### config.mk
export PLATFORM = sky130hd
export DESIGN_NAME = lcg40_uniform_range_core_flat
export DESIGN_NICKNAME = d
export VERILOG_FILES = /design/src/hw/rtl/lcgur_pkg.sv /design/src/hw/rtl/lcgur_ifs.sv /design/src/hw/rtl/lcgur_div.sv /design/src/hw/rtl/lcg40_uniform_range_core.sv /design/src/flat_wrapper.sv
export VERILOG_INCLUDE_DIRS = /design/src /design/src/hw/rtl
export SDC_FILE = /design/constraint.sdc
export NUM_CORES = 1
export LEC_CHECK = 0
export BUFFER_PORTS_ARGS = -buffer_cell sky130_fd_sc_hd__buf_2
export CORE_ASPECT_RATIO = 0.75
export CORE_UTILIZATION = 60
export DETAILED_ROUTE_END_ITERATION = 12
export GPL_ROUTABILITY_DRIVEN = 0
export PLACE_DENSITY = 0.74
export SETUP_SLACK_MARGIN = 0.05
export SLEW_MARGIN = 25
export SYNTH_ARGS = -nofsm -noshare
export SYNTH_HDL_FRONTEND = slang
export SYNTH_SLANG_ARGS = --single-unit
### constraint.sdc
create_clock -name clk -period 7.9 [get_ports clk]
set_input_delay 0.395 -clock clk [delete_from_list [all_inputs] [get_ports clk]]
set_output_delay 0.395 -clock clk [all_outputs]
set_load 0.1 [all_outputs]
### src/hw/rtl/lcg40_uniform_range_core_macros.svh
// Assertion macros shared by the generator RTL.
`ifndef LCG40_UNIFORM_RANGE_CORE_MACROS_SVH
`define LCG40_UNIFORM_RANGE_CORE_MACROS_SVH

// Clocked on clk, masked during rst.
`define LCGUR_ASSERT(lbl, prop, msg) \
  lbl: assert property (@(posedge clk) disable iff (rst) prop) else $error(msg);

// Clocked on clk, also checked while rst is high.
`define LCGUR_ASSERT_ALWAYS(lbl, prop, msg) \
  lbl: assert property (@(posedge clk) prop) else $error(msg);

`endif

### src/hw/rtl/lcgur_pkg.sv
// Shared widths, constants and types of the ranged LCG.
package lcgur_pkg;

  localparam int StateW = 40;
  localparam int RegW   = 31;
  localparam int OutW   = 32;
  localparam int DivW   = StateW + 1;
  localparam int CntW   = $clog2(DivW);
  localparam int CfgIdxW = 2;

  localparam logic [StateW-1:0] LcgMult = 40'h4C8F53A795;

  localparam logic [CfgIdxW-1:0] CfgRangeLow  = 2'd0;
  localparam logic [CfgIdxW-1:0] CfgRangeHigh = 2'd1;

  localparam logic ActDraw = 1'b0;
  localparam logic ActLoad = 1'b1;

  typedef struct packed {
    logic busy;
    logic done;
  } div_stat_t;

endpackage

### src/hw/rtl/lcgur_ifs.sv
// Request and result channel interfaces of the ranged LCG.
interface lcgur_req_if;
  logic                          valid;
  logic                          ready;
  logic                          action;
  logic [lcgur_pkg::StateW-1:0]  seed_value;

  modport source (output valid, action, seed_value, input ready);
  modport sink   (input valid, action, seed_value, output ready);
endinterface

interface lcgur_rsp_if;
  logic                          valid;
  logic                          ready;
  logic [lcgur_pkg::OutW-1:0]    random_value;
  logic                          range_error;

  modport source (output valid, random_value, range_error, input ready);
  modport sink   (input valid, random_value, range_error, output ready);
endinterface

### src/hw/rtl/lcgur_div.sv
// Restoring divider, one quotient bit per cycle.
`include "lcg40_uniform_range_core_macros.svh"

module lcgur_div (
  input  logic                          clk,
  input  logic                          rst,
  input  logic                          start,
  input  logic [lcgur_pkg::DivW-1:0]    dividend,
  input  logic [lcgur_pkg::DivW-1:0]    divisor,
  output logic [lcgur_pkg::DivW-1:0]    quotient,
  output lcgur_pkg::div_stat_t          stat
);
  import lcgur_pkg::*;

  logic [DivW-1:0] rem;
  logic [DivW-1:0] quo;
  logic [DivW-1:0] dvsr;
  logic [CntW-1:0] cnt;
  logic            busy;
  logic            done;

  logic [DivW:0]   trial;
  logic [DivW:0]   diff;
  logic            fits;

  always_comb begin
    trial = {rem, quo[DivW-1]};
    diff  = trial - {1'b0, dvsr};
    fits  = (trial >= {1'b0, dvsr});
  end

  always_ff @(posedge clk) begin
    if (rst) begin
      busy <= 1'b0;
      done <= 1'b0;
    end else begin
      done <= 1'b0;
      if (start) begin
        rem  <= '0;
        quo  <= dividend;
        dvsr <= divisor;
        cnt  <= '0;
        busy <= 1'b1;
      end else if (busy) begin
        // remainder stays below the divisor, so the top bit is always clear
        rem <= fits ? diff[DivW-1:0] : trial[DivW-1:0];
        quo <= {quo[DivW-2:0], fits};
        cnt <= cnt + 1'b1;
        if (cnt == CntW'(DivW - 1)) begin
          busy <= 1'b0;
          done <= 1'b1;
        end
      end
    end
  end

  assign quotient  = quo;
  assign stat.busy = busy;
  assign stat.done = done;

  `LCGUR_ASSERT_ALWAYS(a_done_not_busy, done |-> !busy, "divider done while busy")
  `LCGUR_ASSERT(a_start_busy, start |=> busy, "divider did not start")
  `LCGUR_ASSERT(a_last_done, (busy && !start && cnt == CntW'(DivW - 1)) |=> done,
                "divider missed its last step")

endmodule

### src/hw/rtl/lcg40_uniform_range_core.sv
// Top level of the 40-bit LCG with configurable output range.
`include "lcg40_uniform_range_core_macros.svh"

// A load request gives no result. A draw advances the state
// as state = 0x4C8F53A795*state + 1 (mod 2^40) and returns state/scale + range_low,
// scale = floor(2^40/(range_high-range_low+1)); the value may be range_high+1 or more.
// A draw's result reaches the output register as follows: a bit-serial multiplier
// runs beside the serial divider working out scale, then the same divider forms
// the quotient, which is added to range_low and registered before it is loaded
// into the output register. With range_high below range_low a draw returns 0 with
// range_error set and leaves the state alone. One request is in flight at a time;
// a finished result sits in an output register, and the next request is taken
// once the result is loaded there.
module lcg40_uniform_range_core (
  input  logic                              clk,
  input  logic                              rst,
  input  logic                              cfg_wr_en,
  input  logic [lcgur_pkg::CfgIdxW-1:0]     cfg_index,
  input  logic [lcgur_pkg::RegW-1:0]        cfg_wdata,
  lcgur_req_if.sink                         req,
  lcgur_rsp_if.source                       rsp
);
  import lcgur_pkg::*;

  typedef enum logic [1:0] {
    S_IDLE,
    S_SCALE,
    S_QUOT,
    S_FINISH
  } state_t;

  state_t            st;
  logic [StateW-1:0] gen_state;
  logic [RegW-1:0]   range_low;
  logic [RegW-1:0]   range_high;

  // serial multiplier
  logic [StateW-1:0] acc;
  logic [StateW-1:0] madd;
  logic [StateW-1:0] sreg;
  logic [CntW-1:0]   mcnt;

  logic [OutW-1:0]   res_val;
  logic              res_err;
  logic              out_vld;
  logic [OutW-1:0]   out_val;
  logic              out_err;

  logic              accept;
  logic              inverted;
  logic [OutW-1:0]   span;
  logic              div_start;
  logic [DivW-1:0]   div_dividend;
  logic [DivW-1:0]   div_divisor;
  logic [DivW-1:0]   div_quo;
  div_stat_t         div_stat;

  assign req.ready = (st == S_IDLE);
  assign accept    = req.valid && req.ready;
  assign inverted  = (range_high < range_low);
  assign span      = OutW'(range_high) - OutW'(range_low) + 1'b1;

  always_comb begin
    div_start    = 1'b0;
    div_dividend = {1'b1, {StateW{1'b0}}};
    div_divisor  = {{(DivW-OutW){1'b0}}, span};
    if (st == S_IDLE) begin
      div_start = accept && (req.action == ActDraw) && !inverted;
    end else if (st == S_SCALE) begin
      div_start    = div_stat.done;
      div_dividend = {1'b0, acc};
      div_divisor  = div_quo;
    end
  end

  lcgur_div u_div (
    .clk      (clk),
    .rst      (rst),
    .start    (div_start),
    .dividend (div_dividend),
    .divisor  (div_divisor),
    .quotient (div_quo),
    .stat     (div_stat)
  );

  always_ff @(posedge clk) begin
    if (cfg_wr_en) begin
      unique case (cfg_index)
        CfgRangeLow:  range_low  <= cfg_wdata;
        CfgRangeHigh: range_high <= cfg_wdata;
        default: ;
      endcase
    end
    if (rst) begin
      range_low  <= RegW'(20);
      range_high <= RegW'(400);
      st         <= S_IDLE;
      gen_state  <= '0;
      mcnt       <= CntW'(StateW);
      out_vld    <= 1'b0;
    end else begin
      if (rsp.ready) begin
        out_vld <= 1'b0;
      end
      if (mcnt != CntW'(StateW)) begin
        if (sreg[0]) begin
          acc <= acc + madd;
        end
        madd <= {madd[StateW-2:0], 1'b0};
        sreg <= {1'b0, sreg[StateW-1:1]};
        mcnt <= mcnt + 1'b1;
      end
      unique case (st)
        S_IDLE: begin
          if (accept) begin
            if (req.action == ActLoad) begin
              gen_state <= req.seed_value;
            end else if (inverted) begin
              res_val <= '0;
              res_err <= 1'b1;
              st      <= S_FINISH;
            end else begin
              acc  <= StateW'(1);
              madd <= LcgMult;
              sreg <= gen_state;
              mcnt <= '0;
              st   <= S_SCALE;
            end
          end
        end
        S_SCALE: begin
          if (div_stat.done) begin
            gen_state <= acc;
            st        <= S_QUOT;
          end
        end
        S_QUOT: begin
          if (div_stat.done) begin
            res_val <= div_quo[OutW-1:0] + OutW'(range_low);
            res_err <= 1'b0;
            st      <= S_FINISH;
          end
        end
        S_FINISH: begin
          if (!out_vld || rsp.ready) begin
            out_vld <= 1'b1;
            out_val <= res_val;
            out_err <= res_err;
            st      <= S_IDLE;
          end
        end
        default: st <= S_IDLE;
      endcase
    end
  end

  assign rsp.valid        = out_vld;
  assign rsp.random_value = out_val;
  assign rsp.range_error  = out_err;

  `LCGUR_ASSERT(a_mul_before_quot, (st == S_QUOT) |-> (mcnt == CntW'(StateW)),
                "multiply unfinished when quotient starts")
  `LCGUR_ASSERT(a_start_idle_div, div_start |-> !div_stat.busy,
                "divider restarted while busy")
  `LCGUR_ASSERT(a_err_zero, (out_vld && out_err) |-> (out_val == '0),
                "range error with nonzero value")
  `LCGUR_ASSERT(a_err_keeps_state,
                (accept && req.action == ActDraw && inverted) |=> $stable(gen_state),
                "state moved on range error")

endmodule

### src/flat_wrapper.sv
// flat-port wrapper written by rule: the top's interface ports become plain ports
module lcg40_uniform_range_core_flat import lcgur_pkg::*;
  (clk, rst, cfg_wr_en, cfg_index, cfg_wdata, req_valid, req_action, req_seed_value, req_ready, rsp_valid, rsp_random_value, rsp_range_error, rsp_ready);
  lcgur_req_if req_i ();
  lcgur_rsp_if rsp_i ();
  input  logic clk;
  input  logic rst;
  input  logic cfg_wr_en;
  input  logic [lcgur_pkg::CfgIdxW-1:0] cfg_index;
  input  logic [lcgur_pkg::RegW-1:0] cfg_wdata;
  input wire logic [$bits(req_i.valid)-1:0] req_valid;
  input wire logic [$bits(req_i.action)-1:0] req_action;
  input wire logic [$bits(req_i.seed_value)-1:0] req_seed_value;
  output wire logic [$bits(req_i.ready)-1:0] req_ready;
  output wire logic [$bits(rsp_i.valid)-1:0] rsp_valid;
  output wire logic [$bits(rsp_i.random_value)-1:0] rsp_random_value;
  output wire logic [$bits(rsp_i.range_error)-1:0] rsp_range_error;
  input wire logic [$bits(rsp_i.ready)-1:0] rsp_ready;
  assign req_i.valid = req_valid;
  assign req_i.action = req_action;
  assign req_i.seed_value = req_seed_value;
  assign req_ready = req_i.ready;
  assign rsp_valid = rsp_i.valid;
  assign rsp_random_value = rsp_i.random_value;
  assign rsp_range_error = rsp_i.range_error;
  assign rsp_i.ready = rsp_ready;
  lcg40_uniform_range_core u_core (.clk(clk), .rst(rst), .cfg_wr_en(cfg_wr_en), .cfg_index(cfg_index), .cfg_wdata(cfg_wdata), .req(req_i), .rsp(rsp_i));
endmodule
After elaboration in Yosys (flattened, before gate mapping)
Cells that the tools add are included.
- memory bits (writable): 0
- logic and storage cells: 127
- register bits after elaboration: 428
- bits in read-only memories: 0
- bits in latches: 0
- output and inout port bits: 35
- memories: 0
- input bits: 79
- shift-type cells: 0
- multiplexer cells: 60
- equal/unequal tests: 13
- div/mod/pow operators: 0
- $add $sub $neg: 7
- bitwise operators: 4
- order comparisons: 2
- reductions and logical operators: 21
- multiply operators: 0
- operators with widths (kind ; count):
    $mux W40 ; 19
    $mux W41 ; 6
    $mux W32 ; 6
    $pmux W40 S2 ; 1
    $pmux W32 S2 ; 1
    $ge A42 B41 Y1 ; 1
    $sub A41 B41 Y41 ; 1
    $add A40 B40 Y40 ; 1
    $mux W6 ; 6
    $add A32 B1 Y32 const B ; 1
    $add A32 B31 Y32 ; 1
    $sub A31 B31 Y32 ; 1
    $lt A31 B31 Y1 ; 1
    $mux W1 ; 13
    $add A6 B1 Y6 const B ; 2
    $mux W2 ; 6
    $ne A2 B2 Y1 const B ; 6
    $pmux W2 S4 ; 1
    $reduce_and A2 Y1 ; 4
    $eq A6 B6 Y1 const B ; 1
    $ne A6 B6 Y1 const B ; 1
    $reduce_and A6 Y1 ; 1
    $reduce_bool A2 Y1 ; 3
    $reduce_and A5 Y1 ; 1
    13 further kinds ; 22

Depth between registers and ports, before layout
- depth after elaboration: 7
- gate-level depth with buffers: 15
- gate-level depth less buffers: 15

By module
Synthesis repeated with hierarchy kept, for this count alone.
- cells, all modules: 2869
- area, all modules: 26623.0 µm²
- modules (own cells, without submodules) (module ; instances ; cells each ; area each (µm²) ; seq. area each (µm²)):
    lcg40_uniform_range_core ; 1 ; 2157 ; 18926.9 ; 7807.5
    lcgur_div ; 1 ; 712 ; 7696.1 ; 3913.8

Least setup slack after synthesis
No wires, ideal clock.
- path kind: reg-to-reg
- from: register u_core.range_low[7]
- to: register u_core.u_div.cnt[0], enable pin
- setup slack: 1203 ps
- required time: 7363 ps
- library setup time: 537 ps
- path buffers: 2
- data arrival time: 6160 ps
- period minus slack after synthesis: 6697 ps
- cell stages (with the launch flop): 14
- path through: dfxtp_1 inv_1 ha_1 inv_1 fa_1 o41ai_1 a31oi_1 a2111oi_1 o21a_1 buf_2 nand2b_1 buf_2 nor2_1 nor2_1
- word-level cells in the longest chain between the ends: 6
- ends and longest elaborated chain (item ; RTL line ; source):
    start, declared ; lcg40_uniform_range_core.sv:34 ; logic [RegW-1:0] range_low;
    start signal, assigned ; lcg40_uniform_range_core.sv:89 ; CfgRangeLow: range_low <= cfg_wdata;
    start signal, assigned ; lcg40_uniform_range_core.sv:95 ; range_low <= RegW'(20);
    $lt A31 B31 Y1 ; lcg40_uniform_range_core.sv:60 ; assign inverted = (range_high < range_low);
    $logic_not A1 Y1 ; lcg40_uniform_range_core.sv:68 ; div_start = accept && (req.action == ActDraw) && !inverted;
    $logic_and A1 B1 Y1 ; lcg40_uniform_range_core.sv:68 ;
    $mux W1 ; lcg40_uniform_range_core.sv:67 ; if (st == S_IDLE) begin
    $reduce_bool A2 Y1 (no source line) ; - ;
    $reduce_and A2 Y1 (no source line) ; - ;
    end signal, assigned ; lcgur_div.sv:48 ; cnt <= cnt + 1'b1;
    end, declared ; lcgur_div.sv:18 ; logic [CntW-1:0] cnt;
Every way passes these cells.
A chain may end at the register's enable or synchronous reset.

Worst setup path in the final report
- from: register u_core.range_low[7]
- to: register u_core.u_div.rem[16], enable pin
- word-level cells in the longest chain between the ends: 6
- ends and longest elaborated chain (item ; RTL line ; source):
    $lt A31 B31 Y1 ; lcg40_uniform_range_core.sv:60 ;
    $logic_not A1 Y1 ; lcg40_uniform_range_core.sv:68 ;
    $logic_and A1 B1 Y1 ; lcg40_uniform_range_core.sv:68 ;
    $mux W1 ; lcg40_uniform_range_core.sv:67 ;
    $reduce_bool A2 Y1 (no source line) ; - ;
    $reduce_and A2 Y1 (no source line) ; - ;
    end signal, assigned ; lcgur_div.sv:46 ; rem <= fits ? diff[DivW-1:0] : trial[DivW-1:0];
    end, declared ; lcgur_div.sv:15 ; logic [DivW-1:0] rem;
Every way passes these cells.

==> key figures <==
Placed design
  • Placed Area: between 0.02 and 0.03 mm2
  • HPWL after DPL: 50300 um
  • Post-Place Cells: 3409
  • PortBufs: 113

Critical path
  • R2R depth: 12
  • R2r setup slk: 3350 ps
  • Reg2reg start: u_core.range_low[7]$_SDFFE_PP0P_
  • CP endpoint: u_core.u_div.rem[16]$_SDFFCE_PP0P_
  • Critical path origin: u_core.range_low[7]$_SDFFE_PP0P_
  • Worst Setup Start Kind: register
  • R2R Path End: u_core.u_div.rem[16]$_SDFFCE_PP0P_
  • Crit Path Max Fanout: 90
  • Worst Path Required: just over 8000 ps
  • CP endpoint kind: register
  • Crit Path Class: reg2reg
  • CP Data Arrival Time: 4770 ps

Die
  • Cell Rows: 66
  • Core area: between 0.04 and 0.05 mm2
  • I/O pin cnt: 114
  • Die height: 183 um
  • Die ar.: 0.0447 mm2
  • DIE WIDTH: 244 um
  • Initial core utilization: 0.608

STA
  • Final setup fails: 0
  • F_max: 220 MHz
  • Setup TNS: 0 ps
  • Hold Vio Cnt, Final: 0
  • RSZ-0062 raised after global routing: no
  • Clk_skew: 27.0 ps
  • Final worst-path cycle share: 0.576
  • Final min period: 4550 ps
  • Slew Limit Fails: 0
  • WHS: 50.5 ps
  • Slew @ Worst Pin: 991 ps
  • Slew HR: 0.322

GRT
  • Largest net degree at the start of global routing: between 100 and 150
  • Initial antenna violation count: 3
  • Global-route wire length before repair: ~110000 um
  • Tot GR Track Use: 0.318
  • Number of global-route vias before repair: 19.7k
  • GRT Residual Overflow: 0

Routing
  • WL/cell: approximately 20 um
  • DR vias/cell: 6.18
  • DRT iter0 DRCs: ~2.5k
  • Post-route ant nets: 0
  • Routed via count: between 20k and 25k
  • First drt pass iteration count: 6
  • Total wire length: 71000 um
  • Drt drc: 0

Cells and area
  • Area delta synth->final: 9.72%
  • Post-layout instance area: 0.0289 mm2
  • Sequential cell area: approximately 0.012 mm2
  • Fin nets: 3158
  • Filler Cell Count: 3389
  • Area of the multi-input gates: ~0.014 mm2
  • Non-Filler Instances: 3493
  • Share of cells above drive strength 1: 0.0830

Clock tree
  • H-tree levels: 2
  • Clock network latency to the later pin of the worst-skew pair: about 600 ps
  • Hold-fix buffers at CTS: 0
  • CTS Sinks: approximately 430
  • Inserted Clock Buffers: 44
  • CTS tree: done
  • Resized Gates After CTS: 0
  • CTS max path bufs: 3
  • Post-CTS setup buffers: 0
  • CTS Root Cell: clkbuf_16
  • Worst-path clk slew: 70 ps

Yosys
  • Syn nets: between 3k and 4k
  • Async S/R FF share, synth: 0
  • Synth warn: 0
  • Register area share after synthesis: 0.446
  • Synth area leaders: edfxtp_1 36%, ha_1 8.7%, dfxtp_1 8.6%
  • Ys flop type: edfxtp_1
  • Netlist cell types: 80
  • Avg Inst Size Synth: 9.28 um2
  • Cell accounting for the most synthesized area: edfxtp_1
  • Synth top area share: 0.360
  • Yosys reg bits: between 400 and 500
  • Synthesized cell area: approximately 0.026 mm2
  • Syn Inst Count: 2833
  • Post-synth EDFFs: 315

Hold path
  • Worst min path class: in2reg
  • Worst Hold Launch: cfg_wdata[7]

Power
  • Maximum VDD drop: roughly 250 uV
  • PD cells: 352 mW/mm2
  • Leak: 11.6 nW
  • Total design power: between 10 and 15 mW

Job
  • Max cap viols: 0

Run status
  • Status: complete, no violations
-- flip-flops by register name, indices dropped and copies added (netlist names) --
signal,cells
u_core.acc,40
u_core.gen_state,40
u_core.madd,40
u_core.mcnt,6
u_core.range_high,31
u_core.range_low,31
u_core.res_err,1
u_core.res_val,32
u_core.rsp.random_value,32
u_core.rsp.range_error,1
u_core.rsp.valid,1
u_core.sreg,40
u_core.st,2
u_core.u_div.busy,1
u_core.u_div.cnt,6
u_core.u_div.done,1
u_core.u_div.dvsr,41
u_core.u_div.quotient,41
u_core.u_div.rem,41
-- layout make-up --
type	instances	area share
well taps	578	0.0251
repair buffers	137	0.0268
inverters	143	0.0187
clock buffers	52	0.0413
multi-input cells	2124	0.469
flip-flops and latches	428	0.406
clock inverters	30	0.0127
diodes	1	0.0000867
-- cell families after synthesis --
group / Yosys count / share of synthesized area
and+or+nand+nor: 956 / 0.160
AOI/OAI and AO/OA: 742 / 0.173
DFF: 428 / 0.446
buffers and inverters: 281 / 0.0416
adders and majority gates: 201 / 0.101
xor gates and xnor gates: 129 / 0.0430
muxes: 96 / 0.0367
-- through the flow --
stage                     setup slack, ps  utilization
after floorplan                      1200            -
after global placement               3160        0.630
after detailed placement             3170        0.630
after CTS                            3180        0.666
after global routing                 3010        0.667
final                                3350        0.667
-- how the worst min path moves through the flow --
stage                                                 end  slack, ps  cells past startpoint
floorplan            u_core.rsp.random_value[0]$_DFFE_PP_        400                      0
global placement     u_core.rsp.random_value[5]$_DFFE_PP_        400                      0
detailed placement  u_core.rsp.random_value[14]$_DFFE_PP_        400                      0
CTS                      u_core.range_low[2]$_SDFFE_PP1P_         30                      3
global route            u_core.range_high[2]$_SDFFE_PP0P_         50                      3
finish                  u_core.range_high[7]$_SDFFE_PP1P_         50                      3
-- cell usage in the layout (no fill, tap or decap), types with 8 or more instances in the layout --
master	n
o211ai_1	16
nand3b_1	26
and2_1	23
nor2b_1	21
o22ai_1	8
nor3_1	27
xnor2_1	75
a211oi_1	77
buf_2	112
ha_1	182
mux2i_1	95
nor2_1	230
nand2_1	483
clkbuf_16	45
xor2_1	54
o21a_1	9
nand2b_1	22
dfxtp_1	113
nand3_1	39
o21ai_0	169
inv_1	142
a31oi_1	21
buf_4	23
a21o_1	78
o21ai_1	13
a21oi_1	261
edfxtp_1	315
nand4_1	23
o21bai_1	17
fa_1	18
o31ai_1	13
and3_1	15
-- where the power goes --
part	internal [mW]	switching [mW]
logic	1.65	2.62
clock network	1.29	0.955
registers	3.18	0.463
total	6.12	4.03
-- per-layer routing --
metal	vias to the layer above	share of wire	track usage
met5	-	0.00032	0
met4	4	0.026	0.0883
met3	130	0.11	0.0582
met2	1099	0.40	0.439
met1	10200	0.47	0.501
li1	10200	-	-
-- synthesized netlist by cell type (21+ instances only) --
| cell | instances |
|---|---|
| inv_1 | 142 |
| xnor2_1 | 75 |
| dfxtp_1 | 113 |
| mux2i_1 | 95 |
| and2_1 | 23 |
| nand3b_1 | 26 |
| nand3_1 | 39 |
| o21ai_0 | 169 |
| nor2b_1 | 22 |
| edfxtp_1 | 315 |
| clkbuf_1 | 117 |
| nand2b_1 | 22 |
| a21oi_1 | 262 |
| nand4_1 | 23 |
| nand2_1 | 483 |
| ha_1 | 183 |
| a21o_1 | 78 |
| nor2_1 | 232 |
| a31oi_1 | 21 |
| a211oi_1 | 77 |
| xor2_1 | 54 |
| nor3_1 | 27 |
-- critical path: stages, from the launching register on --
cell	delay (ps)
dfxtp_1	330
inv_1	60
ha_1	150
inv_1	50
fa_1	350
o41ai_1	370
a31oi_1	110
a2111oi_1	740
o21a_4	810
nand2b_1	230
nor2_1	80
nor2_4	250
buf_4	610
(Power assumes the default switching activity.)
